[src/hw/rtl/css_pkg.sv]
// shared types and constants of the cursor sequence store
package css_pkg;

  // operation codes
  localparam logic [3:0] OP_START        = 4'd0;
  localparam logic [3:0] OP_END          = 4'd1;
  localparam logic [3:0] OP_LAST         = 4'd2;
  localparam logic [3:0] OP_ADVANCE      = 4'd3;
  localparam logic [3:0] OP_RETREAT      = 4'd4;
  localparam logic [3:0] OP_INSERT       = 4'd5;
  localparam logic [3:0] OP_ATTACH       = 4'd6;
  localparam logic [3:0] OP_REMOVE       = 4'd7;
  localparam logic [3:0] OP_FRONT_INSERT = 4'd8;
  localparam logic [3:0] OP_APPEND       = 4'd9;
  localparam logic [3:0] OP_REMOVE_FRONT = 4'd10;
  localparam logic [3:0] OP_READ         = 4'd11;

  // status codes
  localparam logic [1:0] STATUS_OK       = 2'd0;
  localparam logic [1:0] STATUS_FULL     = 2'd1;
  localparam logic [1:0] STATUS_NO_ITEM  = 2'd2;
  localparam logic [1:0] STATUS_BAD_IDX  = 2'd3;

  // controller to datapath commands
  typedef struct packed {
    logic accept;   // latch the new transaction
    logic move_rd;  // read the entry at the move pointer
    logic move_wr;  // write the moved entry to its neighbor
    logic load;     // write the new data word
  } cmd_t;

  // datapath to controller status
  typedef struct packed {
    logic need_move;   // decoded transaction shifts entries
    logic need_write;  // current transaction stores a new word
    logic move_last;   // move pointer has reached its final entry
  } sts_t;

endpackage

[src/hw/rtl/css_ram.sv]
// generic single write port ram with registered read
module css_ram #(
  parameter int WIDTH = 32,
  parameter int DEPTH = 32
) (
  input  logic                     clk,
  input  logic                     we,
  input  logic [$clog2(DEPTH)-1:0] waddr,
  input  logic [WIDTH-1:0]         wdata,
  input  logic [$clog2(DEPTH)-1:0] raddr,
  output logic [WIDTH-1:0]         rdata
);

  logic [WIDTH-1:0] mem [DEPTH];

  // write port and registered read port
  always_ff @(posedge clk) begin
    if (we) begin
      mem[waddr] <= wdata;
    end
    rdata <= mem[raddr];
  end

endmodule

[src/hw/rtl/css_ctrl.sv]
// sequencing state machine of the cursor sequence store
module css_ctrl (
  input  logic          clk,
  input  logic          rst_n,
  input  logic          start,
  input  css_pkg::sts_t sts,
  output css_pkg::cmd_t cmd,
  output logic          busy,
  output logic          out_valid
);

  typedef enum logic [5:0] {
    ST_IDLE    = 6'b000001,
    ST_MOVE_RD = 6'b000010,
    ST_MOVE_WR = 6'b000100,
    ST_LOAD    = 6'b001000,
    ST_FETCH   = 6'b010000,
    ST_DONE    = 6'b100000
  } state_t;

  state_t state_r;
  state_t state_nxt;
  logic   accept;

  assign accept = start && (state_r == ST_IDLE);

  // next state
  always_comb begin
    state_nxt = state_r;
    case (state_r)
      ST_IDLE: begin
        if (start) begin
          if (sts.need_move) begin
            state_nxt = ST_MOVE_RD;
          end else if (sts.need_write) begin
            state_nxt = ST_LOAD;
          end else begin
            state_nxt = ST_FETCH;
          end
        end
      end
      ST_MOVE_RD: state_nxt = ST_MOVE_WR;
      ST_MOVE_WR: begin
        if (!sts.move_last) begin
          state_nxt = ST_MOVE_RD;
        end else if (sts.need_write) begin
          state_nxt = ST_LOAD;
        end else begin
          state_nxt = ST_FETCH;
        end
      end
      ST_LOAD:  state_nxt = ST_FETCH;
      ST_FETCH: state_nxt = ST_DONE;
      ST_DONE:  state_nxt = ST_IDLE;
      default:  state_nxt = ST_IDLE;
    endcase
  end

  // state register
  always_ff @(posedge clk) begin
    if (!rst_n) begin
      state_r <= ST_IDLE;
    end else begin
      state_r <= state_nxt;
    end
  end

  // commands and handshake
  assign cmd.accept  = accept;
  assign cmd.move_rd = (state_r == ST_MOVE_RD);
  assign cmd.move_wr = (state_r == ST_MOVE_WR);
  assign cmd.load    = (state_r == ST_LOAD);
  assign busy        = (state_r != ST_IDLE);
  assign out_valid   = (state_r == ST_DONE);

endmodule

[src/hw/rtl/css_datapath.sv]
// list state, entry shifting and result formation
module css_datapath #(
  parameter int CAPACITY   = 32,
  parameter int DATA_WIDTH = 32
) (
  input  logic          clk,
  input  logic          rst_n,
  input  css_pkg::cmd_t cmd,
  output css_pkg::sts_t sts,
  input  logic [3:0]    in_opcode,
  input  logic [31:0]   in_entry_value,
  input  logic [4:0]    in_read_index,
  output logic [31:0]   out_item_value,
  output logic [5:0]    out_item_count,
  output logic [4:0]    out_cursor_pos,
  output logic          out_has_item,
  output logic [1:0]    out_status
);

  localparam int AW = (CAPACITY > 1) ? $clog2(CAPACITY) : 1;
  localparam int CW = $clog2(CAPACITY + 1);

  // architectural state
  logic [CW-1:0]         count_r;
  logic [AW-1:0]         cursor_r;
  logic [1:0]            status_r;
  logic                  vok_r;
  // move and write bookkeeping
  logic [AW-1:0]         ptr_r;
  logic [AW-1:0]         lim_r;
  logic                  up_r;
  logic                  write_r;
  logic [AW-1:0]         wpos_r;
  logic [DATA_WIDTH-1:0] wdata_r;
  logic [AW-1:0]         faddr_r;

  // decode of the incoming transaction
  logic [CW-1:0] c;
  logic [CW-1:0] c_dec;
  logic [AW-1:0] k;
  logic          present;
  logic          full;
  logic [CW-1:0] nc;
  logic [AW-1:0] nk;
  logic [1:0]    st;
  logic          do_move;
  logic          up;
  logic [AW-1:0] ptr_init;
  logic [AW-1:0] lim;
  logic          do_write;
  logic [AW-1:0] wpos;
  logic [AW-1:0] faddr;
  logic          vok;
  logic          is_read;

  // ram ports
  logic                  ram_we;
  logic [AW-1:0]         ram_waddr;
  logic [DATA_WIDTH-1:0] ram_wdata;
  logic [AW-1:0]         ram_raddr;
  logic [DATA_WIDTH-1:0] ram_rdata;

  assign c       = count_r;
  assign c_dec   = count_r - CW'(1);
  assign k       = cursor_r;
  assign present = CW'(k) < c;
  assign full    = (c == CW'(CAPACITY));

  // per-operation next count, cursor, status and shift plan
  always_comb begin
    nc       = c;
    nk       = k;
    st       = css_pkg::STATUS_OK;
    do_move  = 1'b0;
    up       = 1'b1;
    ptr_init = AW'(c_dec);
    lim      = '0;
    do_write = 1'b0;
    wpos     = '0;
    is_read  = 1'b0;
    case (in_opcode)
      css_pkg::OP_START: nk = '0;
      css_pkg::OP_END:   nk = (c != '0) ? AW'(c_dec) : '0;
      css_pkg::OP_LAST:  nk = AW'(CAPACITY - 1);
      css_pkg::OP_ADVANCE: begin
        if (!present) begin
          st = css_pkg::STATUS_NO_ITEM;
        end else if (k != AW'(CAPACITY - 1)) begin
          nk = k + AW'(1);
        end
      end
      css_pkg::OP_RETREAT: begin
        if (k != '0) begin
          nk = k - AW'(1);
        end
      end
      css_pkg::OP_INSERT: begin
        if (full) begin
          st = css_pkg::STATUS_FULL;
        end else begin
          lim      = present ? k : '0;
          do_move  = CW'(lim) < c;
          do_write = 1'b1;
          wpos     = lim;
          nk       = lim;
          nc       = c + CW'(1);
        end
      end
      css_pkg::OP_ATTACH: begin
        if (full) begin
          st = css_pkg::STATUS_FULL;
        end else begin
          do_write = 1'b1;
          nc       = c + CW'(1);
          if (!present) begin
            wpos = AW'(c);
            nk   = AW'(c);
          end else begin
            lim     = k + AW'(1);
            do_move = CW'(lim) < c;
            wpos    = lim;
            nk      = lim;
          end
        end
      end
      css_pkg::OP_REMOVE: begin
        if (!present) begin
          st = css_pkg::STATUS_NO_ITEM;
        end else begin
          up       = 1'b0;
          ptr_init = k + AW'(1);
          lim      = AW'(c_dec);
          do_move  = (CW'(k) + CW'(1)) < c;
          nc       = c_dec;
          nk       = (CW'(k) >= c_dec) ? '0 : k;
        end
      end
      css_pkg::OP_FRONT_INSERT: begin
        if (full) begin
          st = css_pkg::STATUS_FULL;
        end else begin
          do_move  = (c != '0);
          do_write = 1'b1;
          nk       = '0;
          nc       = c + CW'(1);
        end
      end
      css_pkg::OP_APPEND: begin
        if (full) begin
          st = css_pkg::STATUS_FULL;
        end else begin
          do_write = 1'b1;
          wpos     = AW'(c);
          nk       = AW'(c);
          nc       = c + CW'(1);
        end
      end
      css_pkg::OP_REMOVE_FRONT: begin
        nk = '0;
        if (c == '0) begin
          st = css_pkg::STATUS_NO_ITEM;
        end else begin
          up       = 1'b0;
          ptr_init = AW'(1);
          lim      = AW'(c_dec);
          do_move  = c > CW'(1);
          nc       = c_dec;
        end
      end
      css_pkg::OP_READ: begin
        is_read = 1'b1;
        if (32'(in_read_index) >= 32'(c)) begin
          st = css_pkg::STATUS_BAD_IDX;
        end
      end
      default: ;
    endcase
  end

  // address and validity of the reported entry
  always_comb begin
    if (is_read) begin
      faddr = AW'(in_read_index);
      vok   = 32'(in_read_index) < 32'(c);
    end else begin
      faddr = nk;
      vok   = CW'(nk) < nc;
    end
  end

  // control state: count and cursor
  always_ff @(posedge clk) begin
    if (!rst_n) begin
      count_r  <= '0;
      cursor_r <= '0;
      write_r  <= 1'b0;
    end else if (cmd.accept) begin
      count_r  <= nc;
      cursor_r <= nk;
      write_r  <= do_write;
    end
  end

  // transaction payload and move pointer
  always_ff @(posedge clk) begin
    if (cmd.accept) begin
      status_r <= st;
      vok_r    <= vok;
      ptr_r    <= ptr_init;
      lim_r    <= lim;
      up_r     <= up;
      wpos_r   <= wpos;
      wdata_r  <= DATA_WIDTH'(in_entry_value);
      faddr_r  <= faddr;
    end else if (cmd.move_wr) begin
      ptr_r <= up_r ? (ptr_r - AW'(1)) : (ptr_r + AW'(1));
    end
  end

  // ram port selection: moves read then write a neighbor, load writes the new word
  always_comb begin
    ram_we    = cmd.move_wr || cmd.load;
    ram_waddr = wpos_r;
    ram_wdata = wdata_r;
    if (cmd.move_wr) begin
      ram_waddr = up_r ? (ptr_r + AW'(1)) : (ptr_r - AW'(1));
      ram_wdata = ram_rdata;
    end
    ram_raddr = cmd.move_rd ? ptr_r : faddr_r;
  end

  css_ram #(
    .WIDTH (DATA_WIDTH),
    .DEPTH (CAPACITY)
  ) u_store (
    .clk   (clk),
    .we    (ram_we),
    .waddr (ram_waddr),
    .wdata (ram_wdata),
    .raddr (ram_raddr),
    .rdata (ram_rdata)
  );

  // status to the controller: decoded write while accepting, latched one afterwards
  assign sts.need_move  = do_move;
  assign sts.need_write = cmd.accept ? do_write : write_r;
  assign sts.move_last  = (ptr_r == lim_r);

  // result fields
  assign out_item_value = vok_r ? 32'(ram_rdata) : '0;
  assign out_item_count = 6'(count_r);
  assign out_cursor_pos = 5'(cursor_r);
  assign out_has_item   = CW'(cursor_r) < count_r;
  assign out_status     = status_r;

endmodule

[src/hw/rtl/cursor_sequence_store_top.sv]
// top level of the cursor sequence store
//
//   channel  handshake           fields
//   input    start & !busy       in_opcode, in_entry_value, in_read_index
//   result   out_valid (1 cyc)   out_item_value, out_item_count, out_cursor_pos,
//                                out_has_item, out_status
//
// one transaction at a time; each accepted start passes through the MOVE_RD and MOVE_WR
// states once per shifted entry (up to count), LOAD when a word is stored, then FETCH and DONE.
// the entry ram has a registered read port, so each shifted entry costs a read and a write.
// out_valid is raised in DONE, which follows FETCH; the receiver cannot stall.
// rst_n is synchronous: count and cursor clear, ram contents are left as they are.
module cursor_sequence_store_top #(
  parameter int CAPACITY   = 32,
  parameter int DATA_WIDTH = 32
) (
  input  logic        clk,
  input  logic        rst_n,
  input  logic        start,
  output logic        busy,
  input  logic [3:0]  in_opcode,
  input  logic [31:0] in_entry_value,
  input  logic [4:0]  in_read_index,
  output logic        out_valid,
  output logic [31:0] out_item_value,
  output logic [5:0]  out_item_count,
  output logic [4:0]  out_cursor_pos,
  output logic        out_has_item,
  output logic [1:0]  out_status
);

  css_pkg::cmd_t cmd;
  css_pkg::sts_t sts;

  // sequencer
  css_ctrl u_ctrl (
    .clk       (clk),
    .rst_n     (rst_n),
    .start     (start),
    .sts       (sts),
    .cmd       (cmd),
    .busy      (busy),
    .out_valid (out_valid)
  );

  // list storage and bookkeeping
  css_datapath #(
    .CAPACITY   (CAPACITY),
    .DATA_WIDTH (DATA_WIDTH)
  ) u_datapath (
    .clk            (clk),
    .rst_n          (rst_n),
    .cmd            (cmd),
    .sts            (sts),
    .in_opcode      (in_opcode),
    .in_entry_value (in_entry_value),
    .in_read_index  (in_read_index),
    .out_item_value (out_item_value),
    .out_item_count (out_item_count),
    .out_cursor_pos (out_cursor_pos),
    .out_has_item   (out_has_item),
    .out_status     (out_status)
  );

endmodule

[config.mk]
export PLATFORM = sky130hd
export DESIGN_NAME = cursor_sequence_store_top
export DESIGN_NICKNAME = d
export VERILOG_FILES = /design/src/hw/rtl/css_pkg.sv /design/src/hw/rtl/css_ram.sv /design/src/hw/rtl/css_ctrl.sv /design/src/hw/rtl/css_datapath.sv /design/src/hw/rtl/cursor_sequence_store_top.sv
export SDC_FILE = /design/constraint.sdc
export NUM_CORES = 2
export LEC_CHECK = 0
export BUFFER_PORTS_ARGS = -buffer_cell sky130_fd_sc_hd__buf_2
export CAP_MARGIN = 20
export CORE_ASPECT_RATIO = 1.75
export CORE_MARGIN = 1.5
export CORE_UTILIZATION = 37
export DETAILED_ROUTE_END_ITERATION = 8
export GPL_ROUTABILITY_DRIVEN = 0
export PLACE_DENSITY = 0.59
export SLEW_MARGIN = 20
export SYNTH_ARGS = -nofsm -noshare
export SYNTH_HDL_FRONTEND = slang
export SYNTH_HIERARCHICAL = 1
export SYNTH_SLANG_ARGS = --single-unit
[constraint.sdc]
create_clock -name clk -period 6.9 [get_ports clk]
set_clock_uncertainty 0.1 [all_clocks]
set_input_delay 0.345 -clock clk [delete_from_list [all_inputs] [get_ports clk]]
set_output_delay 0.345 -clock clk [all_outputs]
set_load 0.02 [all_outputs]
# Word level (Yosys, flattened, before mapping)
# Memories as Yosys holds them, arrays and structs flattened. A register that Yosys moved wholly into a read port is not among the register bits.
# Index checks and enable logic that the tools add are counted.
# W data, S select, Z words.
[classes]
addsub = 7
magnitude_cmp = 9
eq_ne = 22
mux = 65
reduce_logical = 10
[op_table]
columns = ["cell", "n"]
rows = [
  ["$mux W5", 29],
  ["$mux W32", 2],
  ["$pmux W5 S10", 1],
  ["$mux W6", 6],
  ["$lt A5 B6 Y1", 5],
  ["$pmux W6 S5", 1],
  ["$pmux W5 S4", 1],
  ["$pmux W6 S3", 1],
  ["$eq A4 B3 Y1 const B", 4],
  ["$eq A4 B4 Y1 const B", 4],
  ["$mux W1", 16],
  ["$pmux W5 S3", 1],
  ["$eq A6 B6 Y1 const B", 2],
  ["$ge A5 B6 Y1", 2],
  ["$add A5 B1 Y5 const B", 2],
  ["$pmux W5 S2", 1],
  ["$sub A5 B1 Y5 const B", 2],
  ["$eq A4 B2 Y1 const B", 2],
  ["$pmux W2 S4", 1],
  ["$add A5 B1 Y6 const B", 1],
  ["$add A6 B1 Y6 const B", 1],
  ["$eq A6 B1 Y1 const B", 1],
  ["$eq A6 B2 Y1 const B", 1],
  ["$eq A6 B3 Y1 const B", 1],
  ["other kinds (22)", 25],
]
[totals]
reg_bits = 74
ram_bits = 1024
inputBits = 44
output_inout_bits = 48
word_cells = 126
mem_count = 1
[memory_table]
columns = ["memory", "words", "width", "rd", "rd_ports_with_merged_regs", "wr", "line_no", "source"]
rows = [
  ["u_datapath.u_store.mem", 32, 32, 1, 1, 1, "css_ram.sv:14", "logic [WIDTH-1:0] mem [DEPTH];"],
]

# Longest topological paths before layout
[logic_depth]
word_depth = 8
ltp_mapped = 21
ltp_nobuf = 18

# By module
# The synthesis kept the hierarchy.
[modules_own_cells]
columns = ["mod", "n_inst", "cells_each", "area_per_inst_um2", "seq_area_each_um2"]
rows = [
  ["css_ram", 1, 2260, 40492.6, 31390.1],
  ["css_datapath", 1, 620, 5701.7, 1921.8],
  ["css_ctrl", 1, 43, 365.4, 120.1],
]

# Least setup slack after synthesis
# Ideal clock, no wire load.
[synth_path]
kind = "reg2reg"
from = "register u_ctrl.state_r[0]"
to = "memory u_datapath.u_store.mem[12][0], enable pin"
setup_time_ns = 0.421
arrival_time_ns = 4.162
required_time_ns = 6.379
setup_slack_ns = 2.216
stages_incl_launch_ff = 10
path_buffers = 4
period_less_slack_ns = 4.684
cell_sequence = "dfxtp_1 > buf_6 > or4_4 > nor2_2 > clkbuf_1 > clkbuf_1 > mux2_2 > or3b_2 > clkbuf_1 > nor2_1"
[synth_rtl]
columns = ["element", "line_no", "source"]
rows = [
  ["start: declaration", "css_ctrl.sv:21", "state_t state_r;"],
  ["start signal: assignment", "css_ctrl.sv:64", "state_r <= state_nxt;"],
  ["end: declaration", "css_ram.sv:14", ""],
]

# Final worst setup path
[layout_path]
from = "register u_datapath.count_r[3], in the netlist u_datapath/out_item_count[3]"
to = "register u_datapath.vok_r, data pin"
[layout_between]
elab_chain_len = 7
elab_cells_between_ends = 25
classes_between = "2 x add/sub; 4 x order compare; 1 x eq/ne; 16 x mux; 2 x reduce/logical"
[layout_rtl]
columns = ["element", "line_no", "source"]
rows = [
  ["start: declaration", "css_datapath.sv:24", "logic [CW-1:0] count_r;"],
  ["start signal: assignment", "css_datapath.sv:198", "count_r <= nc;"],
  ["$sub A6 B1 Y6", "css_datapath.sv:64", "assign c_dec = count_r - CW'(1);"],
  ["$ge A5 B6 Y1", "css_datapath.sv:135", "nk = (CW'(k) >= c_dec) ? '0 : k;"],
  ["$mux W5", "css_datapath.sv:135", ""],
  ["$mux W5", "css_datapath.sv:127", "if (!present) begin"],
  ["$pmux W5 S10 *", "css_datapath.sv:81", "case (in_opcode)"],
  ["net u_datapath.nk[1]", "css_datapath.sv:44", "logic [AW-1:0] nk;"],
  ["$lt A5 B6 Y1 *", "css_datapath.sv:187", "vok = CW'(nk) < nc;"],
  ["$mux W1 *", "css_datapath.sv:182", "if (is_read) begin"],
  ["net u_datapath.vok", "css_datapath.sv:53", "logic vok;"],
  ["end signal: assignment", "css_datapath.sv:208", "vok_r <= vok;"],
  ["end: declaration", "css_datapath.sv:27", "logic vok_r;"],
]
# The timed path passes the listed nets; every way through them passes the cells marked *.
# A chain may end at the register's enable or synchronous reset.

==> run metrics <==
status=finished clean; Max VDD drop=a little over 400 uV; Die W=271 um; routed wire length=about 120000 um; first-pass GRT wire length=173000 um; clk sinks=1130; routed vias/inst=5.38; fraction of layout cells with a size suffix above 1=between 10% and 20%; Cell Rows=172; RSZ-0062 raised after global routing=no; Main synth FF type=edfxtp_1; CTS root buffer=clkbuf_16; Critical Path RT=approximately 7.3 ns; Die ar.=between 100000 and 150000 um^2; final setup fails=0; critical path arrival=about 5.5 ns; htree depth=3; antenna violations before repair=2; EDFF count, synth=1080; Buf/Inv on CP=2; post_cts resized=0; grt total ovfl=0; CP delay by family, top=compound AO/OA/AOI/OAI gates; I/O pin total=92; most frequent cells in the layout=1080 x edfxtp_1, 516 x mux2i_1, 137 x nand2_1; ranking of synthesized cells by area=edfxtp_1 70%, mux2i_1 11%, dfxtp_1 2.1%; # Post-CTS Setup Buffers=0; Lkg Pwr=approximately 18 nW; Placeable Area=125000 um^2; # fillers=11200; Vias=25700; remaining antenna violation count after routing=0; Slew HR=a little over a quarter; period utilisation layout=about three quarters; post-DP HPWL=about 72000 um; Yosys top cell area share=69.7%; Max Cap Viol=0; Power Dens Cells=around 380 nW/um^2; Final Critical Period=5.10 ns; aggregate global-route resource usage=18.2%; Worst-Margin Slew=around 1.1 ns; area grow syn2layout=14.1%; Post-Syn Area per Cell=about 16 um^2; TritonRoute pass-1 iters=5; max-slew violation count=0; Initial Util=a little under two fifths; CTS buffer count=between 90 and 100; Port Buffers=91; crit path capture type=flop; crit-path cells=inv_1 > ha_1 > o21ai_0 > a21oi_1 > o21a_1 > inv_2 > o311ai_1 > o21ai_1 > nand2_1 > ha_1 > o2111ai_1 > nor3_1 > a21oi_1; Min Hold Slack=approximately 0.16 ns; Synth Warn #=6; Yosys top cell by area=edfxtp_1; wire length per cell=around 24 um; CP Max Fanout=28; CTS clk-pin slew, worst paths=~0.070 ns; CP Launch Type=flop; Final nets=approximately 3100; DR DRC count=0; Detailed Route Iter0 Violations=just over 2000; critical path's largest stage delay=0.89 ns; commonest non-fill, non-tap cell in the layout=edfxtp_1; WS Path Type=reg2reg; Hold Fails Final Rpt=0; Die Y=472 um; slowest stage cell, crit path=o21a_1; synthesized flop and latch total=1130; CTS max path bufs=3; Synth Net Count=3008; Fin Setup TNS=0 ns; asr flop ratio synth=0%; vias in the first global route=about 26000; CTS tree=yes; worst min-delay path class=in2reg; Synth cell types=between 80 and 90; clk_lat worst skew=about 0.7 ns; sequential cell area fraction in the yosys report=a little under three quarters; f_max=between 0.15 and 0.2 GHz; largest net degree at the start of global routing=129; synthesized area=46600 um^2; Post-Syn Instances=approximately 3000
## kinds of logic after synthesis
| group | Yosys count | synth area share [%] |
|---|---|---|
| flops | 1130 | 71.8 |
| mux | 560 | 12.2 |
| simple gates | 503 | 5.38 |
| compound gates | 462 | 6.78 |
| buf+inv | 206 | 2.38 |
| fa+ha+maj | 41 | 1.10 |
| xor+xnor | 21 | 0.395 |
## routing by layer
layer  global-route usage [%]  wire length (um)  vias to the layer above
li1                         -                 -                    11700
met1                     22.0             46300                    13200
met2                     33.0             61800                      682
met4                     6.15              3630                        0
met3                     2.48              5090                      195
met5                        0                 0                        -
## sequential cells by signal, indices dropped and copies added (netlist names), 6 cells and up
signal / count
u_datapath/wdata_r: 32
u_datapath/out_item_count: 6
u_datapath/u_store/rdata: 32
u_ctrl/state_r: 6
u_datapath/u_store/mem: 1024
## cells in the mapped netlist, types with 4 or more instances
master,count
a211oi_1,10
a21o_1,6
a21oi_1,130
a221oi_1,7
a22o_1,68
a22oi_1,97
a31oi_1,41
and2_1,38
buf_1,9
buf_2,42
buf_4,37
buf_6,18
clkbuf_1,66
dfxtp_1,50
edfxtp_1,1080
ha_1,41
inv_1,29
mux2_2,43
mux2i_1,516
nand2_1,138
nand2b_1,13
nand3_1,114
nand3b_1,5
nand4_1,7
nor2_1,88
nor2b_1,9
nor3_1,46
nor4_1,4
o2111ai_1,4
o211ai_1,8
o21a_1,5
o21ai_0,30
o21ai_1,7
o22ai_1,10
o31ai_1,4
or2_2,5
or3_1,4
xnor2_1,14
xor2_1,7
## cell type report
| cell class | count | area (um^2) | share of cell area (%) |
|---|---|---|---|
| tap | 1653 | 2070 | 3.89 |
| inverter | 32 | 120 | 0.226 |
| sequential | 1130 | 33400 | 62.9 |
| antenna | 3 | 7.51 | 0.0141 |
| timing repair buffer | 194 | 1580 | 2.97 |
| clock inverter | 66 | 913 | 1.72 |
| clock buffer | 117 | 2690 | 5.06 |
| multi-input combinational | 1587 | 12300 | 23.2 |
## power by group
part           switching (W)  total [W]  internal, W
logic                0.00365    0.00550      0.00185
clock network        0.00250    0.00609      0.00358
registers           0.000232    0.00835      0.00812
total                0.00639     0.0199       0.0136
## through the flow
| stage | utilization (%) | setup slack, ns | power (W) | instance area, um^2 | cells |
|---|---|---|---|---|---|
| detailed placement | 39.1 | 1.98 | 0.0140 | 49000 | 4553 |
| CTS | 42.3 | 1.96 | 0.0201 | 53000 | 4775 |
| global placement | 39.1 | 1.91 | 0.0140 | 49000 | 4550 |
| floorplan | - | 2.22 | 0.0122 | 46600 | 2923 |
| global route | 42.4 | 1.47 | 0.0207 | 53100 | 4780 |
| finish | 42.4 | 1.80 | 0.0199 | 53100 | 4782 |
## final timing paths
kind,start,end,slack [ns],cells past startpoint
min reg2reg,u_ctrl/state_r[4]$_SDFFE_PN0P_,u_ctrl/state_r[5]$_SDFFE_PN0P_,0.44,2
min,in_opcode[1],u_datapath/out_status[1]$_DFFE_PP_,0.16,3
max reg2reg,u_datapath/out_item_count[3]$_SDFFE_PN0P_,u_datapath/vok_r$_DFFE_PP_,1.80,13
max,u_datapath/out_item_count[3]$_SDFFE_PN0P_,u_datapath/vok_r$_DFFE_PP_,1.80,13
## worst min-delay path: cells and delay by family
| kind | cells | cell delay, ns |
|---|---|---|
| and+or+nand+nor | 1 | 0.08 |
| buffers and inverters | 1 | 0.21 |
| AOI/OAI and AO/OA | 1 | 0.13 |
## repair_timing
item                                    in CTS  in global routing
endpoints found under the setup margin       0                  0
endpoints found under the hold margin       47                  0
hold buffers                                39                  0
No activity file was read; power rests on OpenSTA's default activity.
